--- src/rtl/core/crc_checked_frame_deframer_unit_macros.svh ---
// Assertion helpers shared by the deframer modules.
// Each macro expands to one labeled concurrent assertion on the rising clock edge,
// disabled while reset is high.
`ifndef CRC_CHECKED_FRAME_DEFRAMER_UNIT_MACROS_SVH
`define CRC_CHECKED_FRAME_DEFRAMER_UNIT_MACROS_SVH

// The consequent must hold in the same cycle as the antecedent.
`define CFD_ASSERT_IMPLY(lbl, clk, rst, ante, cons) \
   lbl: assert property (@(posedge clk) disable iff (rst) (ante) |-> (cons)) \
      else $error("%m: implication check failed");

// The consequent must hold in the cycle after the antecedent.
`define CFD_ASSERT_NEXT(lbl, clk, rst, ante, cons) \
   lbl: assert property (@(posedge clk) disable iff (rst) (ante) |=> (cons)) \
      else $error("%m: next-cycle check failed");

`endif

--- src/rtl/core/cfd_pkg.sv ---
package cfd_pkg;

   // Header layout, by byte position within the 80-byte header.
   localparam logic [6:0] POS_FORMAT = 7'd4;
   localparam logic [6:0] POS_TYPE   = 7'd6;
   localparam logic [6:0] POS_FLAGS  = 7'd8;
   localparam logic [6:0] POS_RSVD   = 7'd10;
   localparam logic [6:0] POS_LENGTH = 7'd12;
   localparam logic [6:0] POS_HCRC   = 7'd16;
   localparam logic [6:0] POS_PCRC   = 7'd20;
   localparam logic [6:0] POS_IDS    = 7'd24;
   localparam logic [6:0] HDR_LAST   = 7'd79;

   // The five 64-bit identifiers start at 64-bit word three of the header.
   localparam int NUM_IDS       = 5;
   localparam int ID_FIRST_WORD = 3;

   localparam logic [15:0] TYPE_LIMIT = 16'd12;

   // CRC-32C, reflected form.
   localparam logic [31:0] CRC_POLY = 32'h82F6_3B78;
   localparam logic [31:0] CRC_INIT = 32'hFFFF_FFFF;

   // Result data bus: 395 bits of fields rounded up to whole bytes.
   localparam int RSP_FIELD_W = 395;
   localparam int RSP_DATA_W  = 400;
   localparam int RSP_PAD_W   = RSP_DATA_W - RSP_FIELD_W;

   typedef enum logic [1:0] {
      PH_HEADER  = 2'd0,
      PH_PAYLOAD = 2'd1,
      PH_FAILED  = 2'd2
   } phase_type;

   typedef enum logic [2:0] {
      ST_OK          = 3'd0,
      ST_INTEGRITY   = 3'd1,
      ST_UNSUPPORTED = 3'd2,
      ST_MALFORMED   = 3'd3,
      ST_OVERSIZED   = 3'd4
   } status_type;

   typedef enum logic {
      KIND_PAYLOAD = 1'b0,
      KIND_STATUS  = 1'b1
   } kind_type;

   typedef enum logic {
      CMD_DATA    = 1'b0,
      CMD_RESTART = 1'b1
   } cmd_type;

   typedef enum logic [1:0] {
      CSR_MAGIC    = 2'd0,
      CSR_FORMAT   = 2'd1,
      CSR_MAX_LEN  = 2'd2,
      CSR_RSVD_MSK = 2'd3
   } csr_index_type;

   // One result item as it waits in the output queue.
   typedef struct packed {
      kind_type                    kind;
      logic [7:0]                  payload_byte;
      logic                        last;
      status_type                  status;
      logic [15:0]                 frame_type;
      logic [15:0]                 frame_flags;
      logic [31:0]                 payload_length;
      logic [NUM_IDS-1:0][63:0]    ids;
   } rec_type;

   // One byte step of the reflected CRC-32C.
   function automatic logic [31:0] crc32c_byte(input logic [31:0] crc, input logic [7:0] b);
      logic [31:0] c;
      c = crc ^ {24'h00_0000, b};
      for (int k = 0; k < 8; k++) begin
         c = c[0] ? ((c >> 1) ^ CRC_POLY) : (c >> 1);
      end
      return c;
   endfunction

endpackage

--- src/rtl/core/crc_checked_frame_deframer_unit.sv ---
// Byte-serial deframer for length-prefixed frames guarded by CRC-32C.
// Input channel (req_): one transfer per stream byte; req_tuser is the command,
// 0 for a data byte in req_tdata, 1 for a restart that clears a failure and
// returns to the start of a header. Output channel (rsp_): one transfer per
// result; rsp_tuser is 0 for a passed payload byte and 1 for a frame status
// record, which also raises rsp_tlast and carries the captured header fields.
// Configuration (csr_): a single-cycle write of magic, format version, payload
// limit or reserved-flag mask; the user must see that it is written only while
// no traffic is in flight, as the block does not enforce it. With an empty queue
// a result is offered on rsp_ the cycle after its input transfer; a payload's
// status record sits right behind its last payload byte. One byte per cycle is
// taken while the output queue has space for two records (a frame's last
// payload byte and its status record come from one transfer); the queue drains
// one record per cycle while rsp_tready is high. When rsp_ stalls, req_tready
// drops once over QUEUE_DEPTH - 2 records wait, so at most QUEUE_DEPTH pile up.
// Reset clears the parser to the header start and empties the queue; the
// configuration registers return to their defaults.
`include "crc_checked_frame_deframer_unit_macros.svh"

module crc_checked_frame_deframer_unit #(
   parameter int QUEUE_DEPTH = 4
) (
   input  logic                           clock,
   input  logic                           reset,
   // Input stream
   input  logic                           req_tvalid,
   output logic                           req_tready,
   input  logic [7:0]                     req_tdata,   // data_byte
   input  logic                           req_tuser,   // cmd
   // Result stream
   output logic                           rsp_tvalid,
   input  logic                           rsp_tready,
   // payload_byte, status, frame_type, frame_flags, payload_length, epoch_id,
   // boot_id, publisher_id, connection_id, sequence_number, zero pad
   output logic [cfd_pkg::RSP_DATA_W-1:0] rsp_tdata,
   output logic                           rsp_tlast,   // last_of_frame
   output logic                           rsp_tuser,   // out_kind
   // Configuration writes
   input  logic                           csr_we,
   input  cfd_pkg::csr_index_type         csr_addr,
   input  logic [31:0]                    csr_wdata
);
   import cfd_pkg::*;

   // Configuration registers
   logic [31:0] cfg_magic_ff;
   logic [15:0] cfg_format_ff;
   logic [31:0] cfg_max_len_ff;
   logic [15:0] cfg_rsvd_mask_ff;

   // Parser state
   phase_type   phase_ff, phase_in;
   logic [6:0]  pos_ff, pos_in;
   logic [31:0] rem_ff, rem_in;
   logic [31:0] crc_ff, crc_in;

   // Captured header fields
   logic [31:0]              magic_ff, magic_in;
   logic [15:0]              format_ff, format_in;
   logic [15:0]              type_ff, type_in;
   logic [15:0]              flags_ff, flags_in;
   logic [31:0]              length_ff, length_in;
   logic [31:0]              hcrc_ff, hcrc_in;
   logic [31:0]              pcrc_ff, pcrc_in;
   logic [NUM_IDS-1:0][63:0] ids_ff, ids_in;

   // Step signals
   logic        take;
   logic        take_data;
   logic        hdr_take;
   logic        hdr_done;
   logic        restart_take;
   logic        at_frame_start;
   logic [7:0]  crc_data;
   logic [31:0] crc_step;
   logic [31:0] end_crc;
   logic [31:0] rem_dec;
   status_type  hdr_status;
   status_type  end_status;
   status_type  rec_status;

   // Queue interface
   logic        room;
   logic [1:0]  push;
   rec_type     push_rec0;
   rec_type     push_rec1;
   rec_type     stat_rec;
   rec_type     byte_rec;
   rec_type     head;

   assign take      = req_tvalid && req_tready;
   assign take_data = take && (req_tuser == CMD_DATA);
   assign hdr_take  = take_data && (phase_ff == PH_HEADER);
   assign hdr_done  = (pos_ff == HDR_LAST);
   assign req_tready = room;
   assign restart_take   = take && (req_tuser == CMD_RESTART);
   assign at_frame_start = (phase_ff == PH_HEADER) && (pos_ff == '0) && (crc_ff == CRC_INIT);

   // Configuration writes
   always_ff @(posedge clock) begin
      if (reset) begin
         cfg_magic_ff     <= 32'h0000_0000;
         cfg_format_ff    <= 16'd1;
         cfg_max_len_ff   <= 32'd65536;
         cfg_rsvd_mask_ff <= 16'h0003;
      end else if (csr_we) begin
         unique case (csr_addr)
            CSR_MAGIC:    cfg_magic_ff     <= csr_wdata;
            CSR_FORMAT:   cfg_format_ff    <= csr_wdata[15:0];
            CSR_MAX_LEN:  cfg_max_len_ff   <= csr_wdata;
            CSR_RSVD_MSK: cfg_rsvd_mask_ff <= csr_wdata[15:0];
         endcase
      end
   end

   // CRC over the current byte; the stored header CRC bytes count as zero.
   assign crc_data = (phase_ff == PH_HEADER && pos_ff >= POS_HCRC && pos_ff < POS_PCRC) ?
                     8'h00 : req_tdata;
   assign crc_step = crc32c_byte(crc_ff, crc_data);
   assign rem_dec  = rem_ff - 32'd1;

   // Header checks in priority order; the last header byte adds no field.
   always_comb begin
      priority if (((crc_step ^ CRC_INIT) != hcrc_ff) || (magic_ff != cfg_magic_ff)) begin
         hdr_status = ST_INTEGRITY;
      end else if (format_ff != cfg_format_ff) begin
         hdr_status = ST_UNSUPPORTED;
      end else if ((type_ff == 16'd0) || (type_ff >= TYPE_LIMIT)) begin
         hdr_status = ST_MALFORMED;
      end else if (length_ff > cfg_max_len_ff) begin
         hdr_status = ST_OVERSIZED;
      end else begin
         hdr_status = ST_OK;
      end
   end

   // Frame end checks; an empty payload has a CRC of zero.
   assign end_crc = (phase_ff == PH_HEADER) ? 32'h0000_0000 : (crc_step ^ CRC_INIT);

   always_comb begin
      priority if ((flags_ff & cfg_rsvd_mask_ff) != 16'h0000) begin
         end_status = ST_UNSUPPORTED;
      end else if (end_crc != pcrc_ff) begin
         end_status = ST_INTEGRITY;
      end else begin
         end_status = ST_OK;
      end
   end

   // Next parser state
   always_comb begin
      phase_in = phase_ff;
      pos_in   = pos_ff;
      rem_in   = rem_ff;
      crc_in   = crc_ff;
      if (take && req_tuser == CMD_RESTART) begin
         phase_in = PH_HEADER;
         pos_in   = '0;
         rem_in   = '0;
         crc_in   = CRC_INIT;
      end else if (take) begin
         unique case (phase_ff)
            PH_HEADER: begin
               crc_in = crc_step;
               if (!hdr_done) begin
                  pos_in = pos_ff + 7'd1;
               end else begin
                  pos_in = '0;
                  if (hdr_status != ST_OK) begin
                     phase_in = PH_FAILED;
                  end else begin
                     crc_in = CRC_INIT;
                     if (length_ff == '0) begin
                        phase_in = (end_status != ST_OK) ? PH_FAILED : PH_HEADER;
                     end else begin
                        rem_in   = length_ff;
                        phase_in = PH_PAYLOAD;
                     end
                  end
               end
            end
            PH_PAYLOAD: begin
               crc_in = crc_step;
               rem_in = rem_dec;
               if (rem_dec == '0) begin
                  if (end_status != ST_OK) begin
                     phase_in = PH_FAILED;
                  end else begin
                     phase_in = PH_HEADER;
                     crc_in   = CRC_INIT;
                  end
               end
            end
            default: begin
               // Failed: data bytes are dropped.
            end
         endcase
      end
   end

   always_ff @(posedge clock) begin
      if (reset) begin
         phase_ff <= PH_HEADER;
         pos_ff   <= '0;
         rem_ff   <= '0;
         crc_ff   <= CRC_INIT;
      end else begin
         phase_ff <= phase_in;
         pos_ff   <= pos_in;
         rem_ff   <= rem_in;
         crc_ff   <= crc_in;
      end
   end

   // Header field capture, one byte lane per position.
   always_comb begin
      magic_in  = magic_ff;
      format_in = format_ff;
      type_in   = type_ff;
      flags_in  = flags_ff;
      length_in = length_ff;
      hcrc_in   = hcrc_ff;
      pcrc_in   = pcrc_ff;
      ids_in    = ids_ff;
      if (hdr_take) begin
         if (pos_ff < POS_FORMAT) begin
            magic_in[{pos_ff[1:0], 3'b000} +: 8] = req_tdata;
         end else if (pos_ff < POS_TYPE) begin
            format_in[{pos_ff[0], 3'b000} +: 8] = req_tdata;
         end else if (pos_ff < POS_FLAGS) begin
            type_in[{pos_ff[0], 3'b000} +: 8] = req_tdata;
         end else if (pos_ff < POS_RSVD) begin
            flags_in[{pos_ff[0], 3'b000} +: 8] = req_tdata;
         end else if (pos_ff >= POS_LENGTH && pos_ff < POS_HCRC) begin
            length_in[{pos_ff[1:0], 3'b000} +: 8] = req_tdata;
         end else if (pos_ff >= POS_HCRC && pos_ff < POS_PCRC) begin
            hcrc_in[{pos_ff[1:0], 3'b000} +: 8] = req_tdata;
         end else if (pos_ff >= POS_PCRC && pos_ff < POS_IDS) begin
            pcrc_in[{pos_ff[1:0], 3'b000} +: 8] = req_tdata;
         end else begin
            // Identifier words cover positions 24 to 63; the rest is CRC only.
            for (int i = 0; i < NUM_IDS; i++) begin
               if (pos_ff[6:3] == 4'(ID_FIRST_WORD + i)) begin
                  ids_in[i][{pos_ff[2:0], 3'b000} +: 8] = req_tdata;
               end
            end
         end
      end
   end

   always_ff @(posedge clock) begin
      if (reset) begin
         magic_ff  <= '0;
         format_ff <= '0;
         type_ff   <= '0;
         flags_ff  <= '0;
         length_ff <= '0;
         hcrc_ff   <= '0;
         pcrc_ff   <= '0;
         ids_ff    <= '0;
      end else begin
         magic_ff  <= magic_in;
         format_ff <= format_in;
         type_ff   <= type_in;
         flags_ff  <= flags_in;
         length_ff <= length_in;
         hcrc_ff   <= hcrc_in;
         pcrc_ff   <= pcrc_in;
         ids_ff    <= ids_in;
      end
   end

   // Result records
   assign rec_status = (phase_ff == PH_HEADER && hdr_status != ST_OK) ? hdr_status : end_status;

   always_comb begin
      stat_rec                = '0;
      stat_rec.kind           = KIND_STATUS;
      stat_rec.last           = 1'b1;
      stat_rec.status         = rec_status;
      stat_rec.frame_type     = type_ff;
      stat_rec.frame_flags    = flags_ff;
      stat_rec.payload_length = length_ff;
      stat_rec.ids            = ids_ff;
      byte_rec                = '0;
      byte_rec.kind           = KIND_PAYLOAD;
      byte_rec.payload_byte   = req_tdata;
      byte_rec.status         = ST_OK;
   end

   // Queue pushes for the current transfer
   always_comb begin
      push      = 2'b00;
      push_rec0 = stat_rec;
      push_rec1 = stat_rec;
      if (take_data) begin
         unique case (phase_ff)
            PH_HEADER: begin
               if (hdr_done && (hdr_status != ST_OK || length_ff == '0)) begin
                  push[0] = 1'b1;
               end
            end
            PH_PAYLOAD: begin
               push[0]   = 1'b1;
               push_rec0 = byte_rec;
               push[1]   = (rem_dec == '0);
            end
            default: begin
               push = 2'b00;
            end
         endcase
      end
   end

   cfd_rsp_queue #(
      .DEPTH     (QUEUE_DEPTH)
   ) u_queue (
      .clock     (clock),
      .reset     (reset),
      .push      (push),
      .push_rec0 (push_rec0),
      .push_rec1 (push_rec1),
      .room      (room),
      .out_valid (rsp_tvalid),
      .out_ready (rsp_tready),
      .out_rec   (head)
   );

   // Output channel packing
   assign rsp_tuser = head.kind;
   assign rsp_tlast = head.last;
   assign rsp_tdata = {{RSP_PAD_W{1'b0}}, head.ids, head.payload_length, head.frame_flags,
                       head.frame_type, head.status, head.payload_byte};

   `CFD_ASSERT_IMPLY(a_payload_has_bytes, clock, reset, phase_ff == PH_PAYLOAD, rem_ff != '0)
   `CFD_ASSERT_IMPLY(a_pos_in_header, clock, reset, pos_ff != '0, phase_ff == PH_HEADER)
   `CFD_ASSERT_NEXT(a_restart, clock, reset, restart_take, at_frame_start)

endmodule

--- src/rtl/core/cfd_rsp_queue.sv ---
`include "crc_checked_frame_deframer_unit_macros.svh"

module cfd_rsp_queue #(
   parameter int DEPTH = 4
) (
   input  logic              clock,
   input  logic              reset,
   input  logic [1:0]        push,       // bit 0: first record, bit 1: second record
   input  cfd_pkg::rec_type  push_rec0,
   input  cfd_pkg::rec_type  push_rec1,
   output logic              room,       // space for two more records
   output logic              out_valid,
   input  logic              out_ready,
   output cfd_pkg::rec_type  out_rec
);
   import cfd_pkg::*;

   localparam int PTR_W = (DEPTH > 1) ? $clog2(DEPTH) : 1;
   localparam int CNT_W = $clog2(DEPTH + 1);

   rec_type            slots_ff [DEPTH];
   logic [PTR_W-1:0]   wr_ptr_ff, wr_ptr_in;
   logic [PTR_W-1:0]   rd_ptr_ff, rd_ptr_in;
   logic [CNT_W-1:0]   count_ff, count_in;
   logic [PTR_W-1:0]   wr_alt;
   logic               pop;
   logic [CNT_W-1:0]   n_push;

   function automatic logic [PTR_W-1:0] ptr_next(input logic [PTR_W-1:0] p);
      return (p == PTR_W'(DEPTH - 1)) ? '0 : p + 1'b1;
   endfunction

   assign out_valid = (count_ff != '0);
   assign out_rec   = slots_ff[rd_ptr_ff];
   assign pop       = out_valid && out_ready;
   assign room      = (count_ff <= CNT_W'(DEPTH - 2));
   assign wr_alt    = ptr_next(wr_ptr_ff);
   assign n_push    = CNT_W'(push[0]) + CNT_W'(push[1]);

   // Pointer and fill bookkeeping.
   always_comb begin
      wr_ptr_in = wr_ptr_ff;
      if (push[1]) begin
         wr_ptr_in = ptr_next(wr_alt);
      end else if (push[0]) begin
         wr_ptr_in = wr_alt;
      end
      rd_ptr_in = pop ? ptr_next(rd_ptr_ff) : rd_ptr_ff;
      count_in  = count_ff + n_push - CNT_W'(pop);
   end

   always_ff @(posedge clock) begin
      if (reset) begin
         wr_ptr_ff <= '0;
         rd_ptr_ff <= '0;
         count_ff  <= '0;
      end else begin
         wr_ptr_ff <= wr_ptr_in;
         rd_ptr_ff <= rd_ptr_in;
         count_ff  <= count_in;
      end
   end

   // Record storage; the second record of a pair lands in the slot after the first.
   always_ff @(posedge clock) begin
      if (push[0]) begin
         slots_ff[wr_ptr_ff] <= push_rec0;
      end
      if (push[1]) begin
         slots_ff[wr_alt] <= push_rec1;
      end
   end

   `CFD_ASSERT_IMPLY(a_push_order, clock, reset, push[1], push[0])
   `CFD_ASSERT_IMPLY(a_no_overflow, clock, reset, push[0], count_ff <= CNT_W'(DEPTH - 2))
   `CFD_ASSERT_NEXT(a_empty_stays, clock, reset, count_ff == '0 && push == 2'b00, !out_valid)

endmodule
--- config.mk ---
export PLATFORM = sky130hd
export DESIGN_NAME = crc_checked_frame_deframer_unit
export DESIGN_NICKNAME = d
export VERILOG_FILES = /design/src/rtl/core/cfd_pkg.sv /design/src/rtl/core/crc_checked_frame_deframer_unit.sv /design/src/rtl/core/cfd_rsp_queue.sv
export VERILOG_INCLUDE_DIRS = /design/src /design/src/rtl/core
export SDC_FILE = /design/constraint.sdc
export NUM_CORES = 2
export LEC_CHECK = 0
export BUFFER_PORTS_ARGS = -buffer_cell sky130_fd_sc_hd__buf_4
export CORE_UTILIZATION = 26
export DETAILED_ROUTE_END_ITERATION = 16
export GPL_ROUTABILITY_DRIVEN = 0
export GPL_TIMING_DRIVEN = 1
export HOLD_SLACK_MARGIN = 0.15
export PLACE_DENSITY = 0.46
export SLEW_MARGIN = 30
export SYNTH_ARGS = -nofsm -noshare
export SYNTH_HDL_FRONTEND = slang
export SYNTH_HIERARCHICAL = 1
export SYNTH_SLANG_ARGS = --single-unit
--- constraint.sdc ---
create_clock -name clock -period 21.3 [get_ports clock]
set_input_delay 4.26 -clock clock [delete_from_list [all_inputs] [get_ports clock]]
set_output_delay 4.26 -clock clock [all_outputs]
set_load 0.03 [all_outputs]
==> results.toml <==
[run_status]
status = "finished, final reports clean"

[timing]
timing.hold.ws_ns = 0.457
rsz0062_at_grt = "no"
relSlewSlack = 0.281
fin_skew_ns = 0.0740
hold_viol = 0
fin_setup_tns_ns = 0
setup_viol = 0
setup_slack_ns = 10.08
drv_slew = 0
layout_min_cycle_time_ns = 11.23
max_freq_mhz = 89.1
period_share = 0.527
tightestPinTransition_ns = 1.08

[finish]
fin_nets = 8480
multi_input_area_mm2 = 0.0470
final-seq-area_mm2 = 0.0612
final_util = 0.303
final_cell_area_mm2 = 0.130
area_growth_pct = 16.1
drive_gt1_frac = 0.317
fill_cells = 42800

[global_route]
grt_pass1_wl_mm = 548
grt-ovfl-total = 0
grt_max_degree = 228
track_usage = 0.176
grt_pass1_vias = 69600
antenna_found_initial = 13

[floorplanning]
start_util = 0.261
ios = 452
dieArea_mm2 = 0.431
rows = 240
die_height_um = 657
coreArea_mm2 = 0.427
dieWidth_um = 657

[worst_setup_path]
cp_max_fo = 120
r2r_start = "rem_ff[0]"
crit_path_start_kind = "input pin"
cp_top_family = "buffers and inverters"
critPathSlowestCell = "buf_4"
slowest_delay_ns = 0.81
cpMostUsedCell = "buf_4"
path_cells = "buf_4 > buf_4 > buf_4 > xnor2_2 > a21oi_1 > xnor3_1 > xnor3_1 > a22oi_1 > nand2_1 > nand4bb_1 > or3_1 > a21oi_1 > nor4_1 > buf_4 > nand2_1 > nand2_4 > buf_4 > buf_12 > buf_4"
rrSetupSlack_ns = 12.93
cp.arrival_ns = 11.72
worst-path-buf-inv = 7
worstPathRequired_ns = 21.79
crit_type = "input pin to flop"
rr_worst_depth = 16
crit_path_end_kind = "flop"
reg2reg_to = "u_queue/slots_ff[3][237]"

[cts]
clkSinkCount = 2262
cts_tree = "built"
cts_root_buf = "clkbuf_16"
cts_resized = 0
htreeDepth = 5
ctsLongestPathBuffers = 4
clk_pin_slew_ns = 0.06
post_cts_buffers = 0
cts_hold_buf = 0
clk_latency_ns = 0.93
cts_buffers = 283

[detailed_routing]
drtAntennaViolNets = 0
post-route-drc-count = 0
wl_per_cell_um = 27.5
viasPerCell = 4.81
drt_pass1_iterations = 8
drt-total-wl_mm = 394
vias = 68800
drt_iter0_markers = 5166

[min_path]
min_path_cells = 2
min_path_type = "flop to flop"
hold_start = "cfg_max_len_ff[31]"
min_to = "cfg_max_len_ff[31]"

[yosys]
yosysWarnings = 6
syn_area_mm2 = 0.112
synth-edff-count = 1588
yosys-top-cells-area = "edfxtp_1 43%, mux2_2 12%, dfxtp_1 12%, mux4_2 8.0%, mux2_1 3.6%"
ys_seq_area_frac = 0.549
syn_avg_cell_area_um2 = 13.9
yosysTopAreaCellShare = 0.428
synth_cell_types = 97
synthCells = 7998
synth_ff_type = "edfxtp_1"
synth-seq-cells = 2262
synth_top_area_cell = "edfxtp_1"
synth-async-reset-ratio = 0

[placement]
postPlaceCellArea_mm2 = 0.120
port_buffers = 446
pre_cts_ws_ns = 9.27
dp_hpwl_mm = 245

[pwr]
leakagePower_nw = 42.5
power.density_mw_per_mm2 = 89.0
ir_worst_vdd_mv = 0.0720

[job]
maxCapViolCount = 0
power breakdown:
part           switching (W)  total [W]  internal [W]  leakage, nW
logic                0.00126    0.00205      0.000786         21.4
clock network        0.00199    0.00473       0.00274         4.38
registers          0.0000692    0.00475       0.00469         16.8
total                0.00331     0.0115       0.00821         42.5
final cells by class:
class | instances | area share
diodes | 10 | 0.000193
clock buffers | 422 | 0.0620
clock inverters | 96 | 0.00753
inverters | 61 | 0.00183
multi-input cells | 5164 | 0.363
flip-flops and latches | 2262 | 0.472
well taps | 5687 | 0.0549
repair buffers | 610 | 0.0379
stage by stage:
stage	std cells	total power, W
floorplan	8041	0.00626
global placement	13800	0.00688
CTS	14300	0.0116
global route	14300	0.0119
detailed placement	13800	0.00687
finish	14300	0.0115
cell usage after synthesis (14+ instances only):
cell type,instances
a211oi_1,14
a21oi_1,332
a31oi_1,18
a41oi_1,24
and2_1,410
and3_1,27
buf_2,107
buf_4,32
buf_6,156
clkbuf_1,246
dfxtp_1,674
edfxtp_1,1588
ha_1,48
inv_1,57
mux2_1,352
mux2_2,1237
mux2i_1,333
mux4_2,397
nand2_1,384
nand3_1,34
nand4_1,28
nor2_1,772
nor3_1,73
nor4_1,56
o21ai_0,39
o21ai_1,18
or3_1,19
xnor2_1,140
xnor3_1,36
xor2_1,69
xor3_1,15
how the worst max path moves through the flow:
stage	end	cells past startpoint	from
after global routing	u_queue/slots_ff[3][237]	19	req_tdata[4]
after global placement	u_queue/slots_ff[1][265]	19	req_tdata[4]
final	u_queue/slots_ff[3][237]	19	req_tdata[4]
after floorplan	u_queue/slots_ff[0][0]	13	req_tdata[2]
after CTS	u_queue/slots_ff[3][229]	19	req_tdata[4]
after detailed placement	u_queue/slots_ff[3][241]	19	req_tdata[4]
sequential cells by signal, indices dropped and copies added, names as in the netlist, 32 cells and up, named ones only:
register          cells
ids_ff              320
pcrc_ff              32
crc_ff               32
cfg_magic_ff         32
magic_ff             32
u_queue/slots_ff   1588
hcrc_ff              32
rem_ff               32
length_ff            32
cfg_max_len_ff       32
worst register-to-register path: stages (launching register included):
cell,delay [ns]
dfxtp_1,0.35
inv_1,0.13
ha_1,0.28
or4b_2,0.69
or3_1,0.50
nor2_1,0.21
xnor2_1,0.17
nand4b_1,0.12
or4_1,0.49
or3_1,0.46
nor3_1,0.28
buf_4,0.28
nand2_8,0.45
nand2_4,0.95
buf_4,0.80
buf_12,0.70
buf_4,1.03
cell usage in the layout, fill, tap and decap left out, types with 36 or more instances in the layout:
master and n:
xor2_1 69, a21oi_1 332, nor2_1 757, nand2_1 376, xnor2_1 140, inv_1 57
mux2_1 352, xnor3_1 36, o21ai_0 39, dfxtp_1 672, nor4_1 54, edfxtp_1 1588
mux2_2 1237, clkbuf_16 288, and2_1 410, clkbuf_1 102, buf_4 583, mux2i_1 333
conb_1 45, mux4_2 397, nor3_1 69, ha_1 47
kinds of logic (layout without fill, tap and decap cells):
family / after synthesis / count (layout) / share of synthesized area
DFF: 2262 / 2262 / 0.549
other: 2 / 55 / 0.0000673
xor gates and xnor gates: 269 / 269 / 0.0284
and+or+nand+nor: 1901 / 1901 / 0.0811
muxes: 2320 / 2320 / 0.271
AOI/OAI and AO/OA: 579 / 579 / 0.0319
adders and majority gates: 50 / 50 / 0.00575
buffers and inverters: 615 / 1189 / 0.0335
per-layer routing:
layer | track usage | routed length (µm) | up-vias
met1 | 0.232 | 172000 | 35600
li1 | - | - | 30900
met2 | 0.300 | 191000 | 1862
met4 | 0.0479 | 11500 | 6
met3 | 0.0262 | 19100 | 497
met5 | 0 | 34 | -
Power figures use the tool's default switching activity.
